<file path="src/cfq_pkg.sv">
// Package for the circular FIFO queue: ring depth, request and status codes,
// result kinds and the command and status structs between controller and datapath.
// Depends on nothing.
package cfq_pkg;

	localparam int DEPTH = 16;
	localparam int IDX_W = (DEPTH > 1) ? $clog2(DEPTH) : 1;

	localparam logic [1:0] REQ_INS  = 2'd0;
	localparam logic [1:0] REQ_REM  = 2'd1;
	localparam logic [1:0] REQ_DISP = 2'd2;

	localparam logic [1:0] ST_OK    = 2'd0;
	localparam logic [1:0] ST_FULL  = 2'd1;
	localparam logic [1:0] ST_EMPTY = 2'd2;

	// Kind of result loaded into the output register.
	localparam logic [1:0] RES_INS   = 2'd0;
	localparam logic [1:0] RES_EMPTY = 2'd1;
	localparam logic [1:0] RES_WORD  = 2'd2;

	typedef logic [IDX_W-1:0] idx_t;

	typedef struct packed {
		logic       ins;          // accepted insert
		logic       load;         // load the output register
		logic [1:0] kind;         // result kind
		logic       last;         // last flag for a word result
		logic       cur_head;     // cursor takes the head index
		logic       cur_advance;  // cursor moves to the next slot
		logic       pop;          // retire the head word
	} dp_cmd_t;

	typedef struct packed {
		logic empty;
		logic cur_at_tail;
		logic out_free;
	} dp_stat_t;

	function automatic idx_t next_idx(input idx_t i);
		return (i == IDX_W'(DEPTH - 1)) ? '0 : i + 1'b1;
	endfunction

endpackage

</file>
<file path="src/cfq_ctrl.sv">
// Controller of the circular FIFO queue: accepts requests and sequences the
// remove and display streams. Depends on cfq_pkg.
module cfq_ctrl (
	input  logic             clk,
	input  logic             arst_n,
	input  logic             in_valid,
	output logic             in_ready,
	input  logic [1:0]       req_type,
	input  cfq_pkg::dp_stat_t stat,
	output cfq_pkg::dp_cmd_t  cmd
);
	import cfq_pkg::*;

	localparam logic S_IDLE   = 1'b0;
	localparam logic S_STREAM = 1'b1;

	logic state_q, state_d;
	logic op_rem_q, op_rem_d;
	logic accept;

	assign in_ready = (state_q == S_IDLE) && stat.out_free;
	assign accept   = in_valid && in_ready;

	always_comb begin
		cmd      = '0;
		state_d  = state_q;
		op_rem_d = op_rem_q;
		case (state_q)
			S_IDLE: begin
				if (accept) begin
					case (req_type)
						REQ_INS: begin
							cmd.ins  = 1'b1;
							cmd.load = 1'b1;
							cmd.kind = RES_INS;
						end
						REQ_REM, REQ_DISP: begin
							if (stat.empty) begin
								cmd.load = 1'b1;
								cmd.kind = RES_EMPTY;
							end else begin
								cmd.cur_head = 1'b1;
								op_rem_d     = (req_type == REQ_REM);
								state_d      = S_STREAM;
							end
						end
						default: ;
					endcase
				end
			end
			S_STREAM: begin
				if (stat.out_free) begin
					cmd.load = 1'b1;
					cmd.kind = RES_WORD;
					cmd.last = op_rem_q || stat.cur_at_tail;
					if (op_rem_q) begin
						cmd.pop = 1'b1;
						state_d = S_IDLE;
					end else if (stat.cur_at_tail) begin
						state_d = S_IDLE;
					end else begin
						cmd.cur_advance = 1'b1;
					end
				end
			end
			default: state_d = S_IDLE;
		endcase
	end

	always_ff @(posedge clk or negedge arst_n) begin
		if (!arst_n) begin
			state_q  <= S_IDLE;
			op_rem_q <= 1'b0;
		end else begin
			state_q  <= state_d;
			op_rem_q <= op_rem_d;
		end
	end

	// A stream only ever runs over a ring that holds words.
	a_stream_nonempty: assert property (@(posedge clk) disable iff (!arst_n)
		(state_q == S_STREAM) |-> !stat.empty)
		else $error("stream running on an empty ring");

	a_enter_stream: assert property (@(posedge clk) disable iff (!arst_n)
		(accept && !stat.empty && (req_type == REQ_REM || req_type == REQ_DISP))
		|=> (state_q == S_STREAM))
		else $error("remove or display did not start a stream");

endmodule

</file>
<file path="src/cfq_dp.sv">
// Datapath of the circular FIFO queue: ring memory, head, tail and cursor
// indices, empty flag and the output register. Depends on cfq_pkg.
module cfq_dp (
	input  logic                clk,
	input  logic                arst_n,
	input  logic signed [31:0]  value_in,
	input  cfq_pkg::dp_cmd_t    cmd,
	output cfq_pkg::dp_stat_t   stat,
	output logic                out_valid,
	input  logic                out_ready,
	output logic signed [31:0]  value_out,
	output logic [1:0]          status,
	output logic                last
);
	import cfq_pkg::*;

	logic signed [31:0] mem_q [DEPTH];
	logic signed [31:0] rdata_q;

	idx_t head_q, tail_q, cur_q, cur_d;
	logic empty_q;
	logic full;
	logic wr_en;
	idx_t wr_addr;

	logic               out_valid_q;
	logic signed [31:0] value_q;
	logic [1:0]         status_q;
	logic               last_q;

	assign full    = !empty_q && (next_idx(tail_q) == head_q);
	assign wr_en   = cmd.ins && !full;
	assign wr_addr = empty_q ? '0 : next_idx(tail_q);

	always_comb begin
		cur_d = cur_q;
		if (cmd.cur_head) begin
			cur_d = head_q;
		end else if (cmd.cur_advance) begin
			cur_d = next_idx(cur_q);
		end
	end

	assign stat.empty       = empty_q;
	assign stat.cur_at_tail = (cur_q == tail_q);
	assign stat.out_free    = !out_valid_q || out_ready;

	// The read register always follows the cursor, so it holds the word at
	// the cursor while a stream waits on the output.
	always_ff @(posedge clk) begin
		if (wr_en) begin
			mem_q[wr_addr] <= value_in;
		end
		rdata_q <= mem_q[cur_d];
	end

	always_ff @(posedge clk or negedge arst_n) begin
		if (!arst_n) begin
			head_q  <= '0;
			tail_q  <= '0;
			cur_q   <= '0;
			empty_q <= 1'b1;
		end else begin
			cur_q <= cur_d;
			if (wr_en) begin
				tail_q  <= wr_addr;
				empty_q <= 1'b0;
				if (empty_q) begin
					head_q <= '0;
				end
			end else if (cmd.pop) begin
				if (head_q == tail_q) begin
					head_q  <= '0;
					tail_q  <= '0;
					empty_q <= 1'b1;
				end else begin
					head_q <= next_idx(head_q);
				end
			end
		end
	end

	always_ff @(posedge clk or negedge arst_n) begin
		if (!arst_n) begin
			out_valid_q <= 1'b0;
		end else if (cmd.load) begin
			out_valid_q <= 1'b1;
		end else if (out_ready) begin
			out_valid_q <= 1'b0;
		end
	end

	always_ff @(posedge clk) begin
		if (cmd.load) begin
			case (cmd.kind)
				RES_INS: begin
					value_q  <= '0;
					status_q <= full ? ST_FULL : ST_OK;
					last_q   <= 1'b1;
				end
				RES_EMPTY: begin
					value_q  <= '0;
					status_q <= ST_EMPTY;
					last_q   <= 1'b1;
				end
				RES_WORD: begin
					value_q  <= rdata_q;
					status_q <= ST_OK;
					last_q   <= cmd.last;
				end
				default: begin
					value_q  <= '0;
					status_q <= ST_OK;
					last_q   <= 1'b1;
				end
			endcase
		end
	end

	assign out_valid = out_valid_q;
	assign value_out = value_q;
	assign status    = status_q;
	assign last      = last_q;

	// A result still waiting for its taker must never be overwritten.
	a_no_overwrite: assert property (@(posedge clk) disable iff (!arst_n)
		(cmd.load && out_valid_q) |-> out_ready)
		else $error("output register overwritten before it was taken");

	a_empty_idx: assert property (@(posedge clk) disable iff (!arst_n)
		empty_q |-> (head_q == '0 && tail_q == '0))
		else $error("empty ring with non-zero indices");

	a_advance: assert property (@(posedge clk) disable iff (!arst_n)
		cmd.cur_advance |-> (cur_q != tail_q))
		else $error("display cursor advanced past the tail");

endmodule

</file>
<file path="src/circular_fifo_queue.sv">
// Circular FIFO queue of signed 32-bit words in a ring of cfq_pkg::DEPTH entries.
// Insert: result the cycle after the beat; a new request every cycle while output is free.
// Remove: head word is read, then emitted once the output is free; next request waits.
// Display of n words: head word read first, then one word a cycle while output is free.
// Reset: indices to zero, queue empty, output register empty; the ring store is not cleared.
// Depends on cfq_pkg, cfq_ctrl and cfq_dp.
module circular_fifo_queue (
	input  logic               clk,
	input  logic               arst_n,
	input  logic               in_valid,
	output logic               in_ready,
	input  logic [1:0]         req_type,
	input  logic signed [31:0] value_in,
	output logic               out_valid,
	input  logic               out_ready,
	output logic signed [31:0] value_out,
	output logic [1:0]         status,
	output logic               last
);
	import cfq_pkg::*;

	dp_cmd_t  cmd;
	dp_stat_t stat;

	cfq_ctrl u_ctrl (
		.clk      (clk),
		.arst_n   (arst_n),
		.in_valid (in_valid),
		.in_ready (in_ready),
		.req_type (req_type),
		.stat     (stat),
		.cmd      (cmd)
	);

	cfq_dp u_dp (
		.clk       (clk),
		.arst_n    (arst_n),
		.value_in  (value_in),
		.cmd       (cmd),
		.stat      (stat),
		.out_valid (out_valid),
		.out_ready (out_ready),
		.value_out (value_out),
		.status    (status),
		.last      (last)
	);

endmodule
</file>
<file path="config.mk">
export PLATFORM = sky130hd
export DESIGN_NAME = circular_fifo_queue
export DESIGN_NICKNAME = d
export VERILOG_FILES = /design/src/cfq_pkg.sv /design/src/cfq_ctrl.sv /design/src/cfq_dp.sv /design/src/circular_fifo_queue.sv
export SDC_FILE = /design/constraint.sdc
export NUM_CORES = 1
export LEC_CHECK = 0
export ABC_AREA = 1
export BUFFER_PORTS_ARGS = -buffer_cell sky130_fd_sc_hd__buf_4
export CORE_ASPECT_RATIO = 1.1
export CORE_MARGIN = 1.5
export CORE_UTILIZATION = 65
export CTS_BUF_LIST = sky130_fd_sc_hd__clkbuf_4 sky130_fd_sc_hd__clkbuf_8
export CTS_CLUSTER_SIZE = 40
export DETAILED_ROUTE_END_ITERATION = 10
export PLACE_DENSITY = 0.83
export SYNTH_ARGS = -nofsm -noshare
export SYNTH_HDL_FRONTEND = slang
export SYNTH_HIERARCHICAL = 1
export SYNTH_SLANG_ARGS = --single-unit
export TNS_END_PERCENT = 30
</file>
<file path="constraint.sdc">
create_clock -name clk -period 3.82 [get_ports clk]
set_input_delay 0.191 -clock clk [delete_from_list [all_inputs] [get_ports clk]]
set_output_delay 0.191 -clock clk [all_outputs]
set_load 0.05 [all_outputs]
</file>
==> results.txt <==
The run finished with clean final reports. The kind of end point of the critical path is a flip-flop. The critical path is of the reg -> reg type. The post-layout instance count excluding filler cells is 3,049. The synthesized design spends more area on one cell type than any other, namely edfxtp_1. The number of fill cells in the layout came out at 2,375. The number of input and output port buffers inserted is 74. The multi-input combinational cells in the finished layout cover a total of 0.00604 sq mm. The leakage power figure is 12.1 nW.

The fraction of layout cells with a size suffix above 1 is 0.115. The area of the die came out at 0.0405 sq mm. The highest clock rate is 294 MHz. When the netlist entered floorplanning its net count stood at 2,412. The number of failing hold endpoints at the final stage was 0. The floorplan core area came out at 0.0390 sq mm. After synthesis the netlist holds a flip-flop and latch count of 595.

The height of the chip is 211 um. The share of synthesized area in the top cell type comes to 0.643. The number of cells after detailed placement came out at 2,849.

The first global-routing pass estimated 96,800 um of wire. The largest incremental delay on the critical path came out at 0.51 ns. The half-perimeter wire length after detailed placement is 30,900 um.

Traced cell by cell, the critical path runs through ha_1, nand2_1, nand2_1, nand2_1, nand2_1, inv_1, nand2_1, nand3_1, nand2_1, inv_1, nand3_1, nor2_4, buf_12. The H-tree depth came out at 3. The path class of the tightest hold or removal check is in -> async. The endpoint identified for the worst register-to-register timing path is u_dp/mem_q[13][19]. The synthesis warning total came out at 6. The fraction of power consumed by combinational cells is 0.402. The number of antenna violations at the first check in global routing came out at 1. The clock insertion delay at the later pin of the skew report came out at 0.67 ns. The max-slew violation count came out at 0. The internal portion of total power is 13.1 mW. For the worst flop-to-flop path, the logic depth is 13. The max-capacitance violation count came out at 0.

The storage element area is 0.0175 sq mm. The slowest stage of the critical path belongs to the cell nor2_4. The maximum clock skew at final layout came out at 0.0333 ns. For this run, the total global-route usage over all layers was measured as 0.317. The starting density of the core is 0.656.

The data arrival time of the critical path is 3.76 ns. TritonCTS built the clock tree. Setup repair after global routing left no endpoint under its margin. The number of failing setup endpoints in the final timing report is 0. The first detailed-routing pass ran for 6 iterations. The proportion of power drawn by flip-flops and latches is 0.361. In this run the power spent charging and discharging nets is 8.82 mW. The synthesized area per cell came out at 10.8 sq um. The total negative setup slack is 0 ns.

The post-synth design cell area came out at 0.0256 sq mm. The slew at the pin with the worst max-slew slack is 1.08 ns. After synthesis, the cell types taking the most area are edfxtp_1 64%, nand3_1 12%, inv_1 6.1%. The number of nets in the final layout is 2,515.

The congestion estimate from routability-driven global placement came to 0.880. The category of the worst setup path launch point is a flip-flop. The share of the clock period used by the worst path is 0.891.

The worst hold slack across all endpoints came out at 0.0268 ns. The final critical-path required period is 3.40 ns. The total grt overflow is 0. The detailed router finished its first iteration with 2,630 violations. The cell seen most often among critical-path stages is nand2_1. The clock transition at the registers of the reported paths came out at 0.06 ns.

The worst max-slew margin expressed relative to the limit came out at 0.281. The post-CTS resize count came out at 0. The finished cells cover 0.0291 sq mm.

In the final routed layout, each cell accounts on average for 20.5 um. The maximum number of buffers from clock root to sink came out at 3. The number of clock sinks seen by CTS is 595. The count of standard-cell rows came out at 76. The critical path data required time came out at 4.18 ns. The count of unique library cells instantiated by Yosys came out at 35. Setup slack on the worst reg-to-reg path comes out at 0.42 ns. The sequential area share after synthesis came out at 0.683.

The DRC violations left came out at 0. After detailed placement, the total cell area comes to 0.0269 sq mm. Of all nets on the critical path, the largest fanout is 14. The total number of vias is 18,200. In the routed layout, each cell is associated on average with a via count of 5.98. The number of global-route vias before repair is 18,100. The maximum number of pins on one net before global-route repair came out at 165.

Counting every instance in the synthesized netlist gives 2,368. The startpoint identified for the worst register-to-register timing path is u_dp/tail_q[0]. The I/O pin total came out at 75. The share of total power dissipated in the clock network is 0.237. The worst ir drop on vdd came out at 1.32 mV. The post-synthesis to final-layout area growth is 13.7%.

The power density over the cells is 754 mW/mm^2. Of the total power, the share spent switching nets is 0.403. The clock tree root buffer cell is clkbuf_8.

The aggregate routed wire length is 62,500 um. The floorplan die width is 192 um. The detail route stage leaves a number of antenna-violating nets equal to 0. The number of buffers created by CTS is 88.
==> per-stage QoR <==
step	total power, mW	util	worst slack [ns]
6_report	21.9	0.746	0.417
5_1_grt	23.0	0.746	0.263
4_1_cts	21.8	0.745	0.485
3_5_place_dp	16.5	0.690	0.518
3_3_place_gp	16.2	0.690	0.700
2_1_floorplan	14.2	-	0.504
==> Yosys cell counts <==
library cell    n
nand3_1       588
edfxtp_1      547
inv_1         418
nand2_1       411
nand3b_1       95
buf_2          93
nor2_1         69
clkbuf_1       40
dfxtp_1        32
dfrtp_1        15
o211ai_1        9
ha_1            6
o21ai_0         6
xnor2_1         5
nor3_1          4
buf_4           3
or2_2           3
a21oi_1         2
buf_1           2
inv_2           2
nand4_1         2
o21ai_1         2
xor2_1          2
a221oi_1        1
a22oi_2         1
clkbuf_2        1
dfstp_2         1
nand2_2         1
nand3_2         1
nand3_4         1
nor2_4          1
nor3_2          1
o21ai_2         1
o21bai_1        1
or2_1           1
==> worst max-delay path by stage <==
| stage | from | end | slack, ns | depth (start not counted) |
|---|---|---|---|---|
| 2_1_floorplan | u_dp/tail_q[0] | u_dp/mem_q[11][0] | 0.50 | 12 |
| 3_5_place_dp | u_dp/tail_q[0] | u_dp/mem_q[13][21] | 0.52 | 13 |
| 5_1_grt | u_dp/tail_q[0] | u_dp/mem_q[13][19] | 0.26 | 13 |
| 6_report | u_dp/tail_q[0] | u_dp/mem_q[13][19] | 0.42 | 13 |
| 4_1_cts | u_dp/tail_q[0] | u_dp/mem_q[13][19] | 0.48 | 13 |
| 3_3_place_gp | u_dp/tail_q[0] | u_dp/mem_q[13][19] | 0.70 | 13 |
==> final cells by class <==
class | instances | area share
antenna | 1 | 0.0000861
clock buffer | 129 | 0.0538
clock inverter | 31 | 0.00758
inverter | 420 | 0.0543
multi-input combinational | 1214 | 0.208
sequential | 595 | 0.601
tap | 507 | 0.0218
timing repair buffer | 152 | 0.0536
==> power by group through the flow <==
stage	clock network [mW]	logic, mW	registers, mW
2_1_floorplan	0	5.67	8.49
3_3_place_gp	0	8.21	8.02
3_5_place_dp	0	8.50	8.04
4_1_cts	5.24	8.60	7.91
5_1_grt	5.51	9.58	7.96
6_report	5.20	8.80	7.91
==> cell usage in the layout, fill, tap and decap left out, types with 5 or more instances in the layout <==
cell type	instances
nand3_1	588
edfxtp_1	547
inv_1	417
nand2_1	409
clkbuf_8	95
nand3b_1	95
buf_4	87
nor2_1	53
dlygate4sd3_1	38
clkbuf_4	34
dfxtp_1	32
buf_12	26
nor2_4	17
clkinv_1	15
dfrtp_1	15
clkinv_2	10
o211ai_1	9
ha_1	6
o21ai_0	5
xnor2_1	5
==> worst max-delay path, delay by kind of cell, from the launching register on <==
family | cells | cell delay [ns]
DFF | 1 | 0.48
buffers and inverters | 3 | 0.62
and+or+nand+nor | 9 | 1.71
adders and majority gates | 1 | 0.29
==> per-layer routing <==
layer,vias up,global-route usage,share of wire
li1,8127,-,-
met1,8615,0.419,0.36
met2,1265,0.509,0.49
met3,216,0.0563,0.11
met4,0,0.162,0.041
met5,-,0,0
==> cell families (layout without fill, tap and decap cells) <==
kind of cell,Yosys count,after routing,share of synthesized area
AOI/OAI and AO/OA,23,23,0.00607
and+or+nand+nor,1178,1178,0.218
adders and majority gates,6,6,0.00294
xor gates and xnor gates,7,7,0.00240
DFF,595,595,0.683
buffers and inverters,559,732,0.0871
other,0,1,0
==> flip-flops by register name, summed over array words and instances (netlist names), 2 cells and up <==
| name | cells |
|---|---|
| u_dp/mem_q | 512 |
| u_dp/rdata_q | 32 |
| u_dp/value_out | 32 |
| u_dp/cur_q | 4 |
| u_dp/head_q | 4 |
| u_dp/tail_q | 4 |
| u_dp/status | 2 |
==> what timing repair did <==
| action | 4_1_cts | 5_1_grt |
|---|---|---|
| hold buffers | 38 | 0 |
| setup buffers | 0 | 0 |
| hold endpoints to repair | 531 | 0 |
Power figures use the tool's default switching activity.
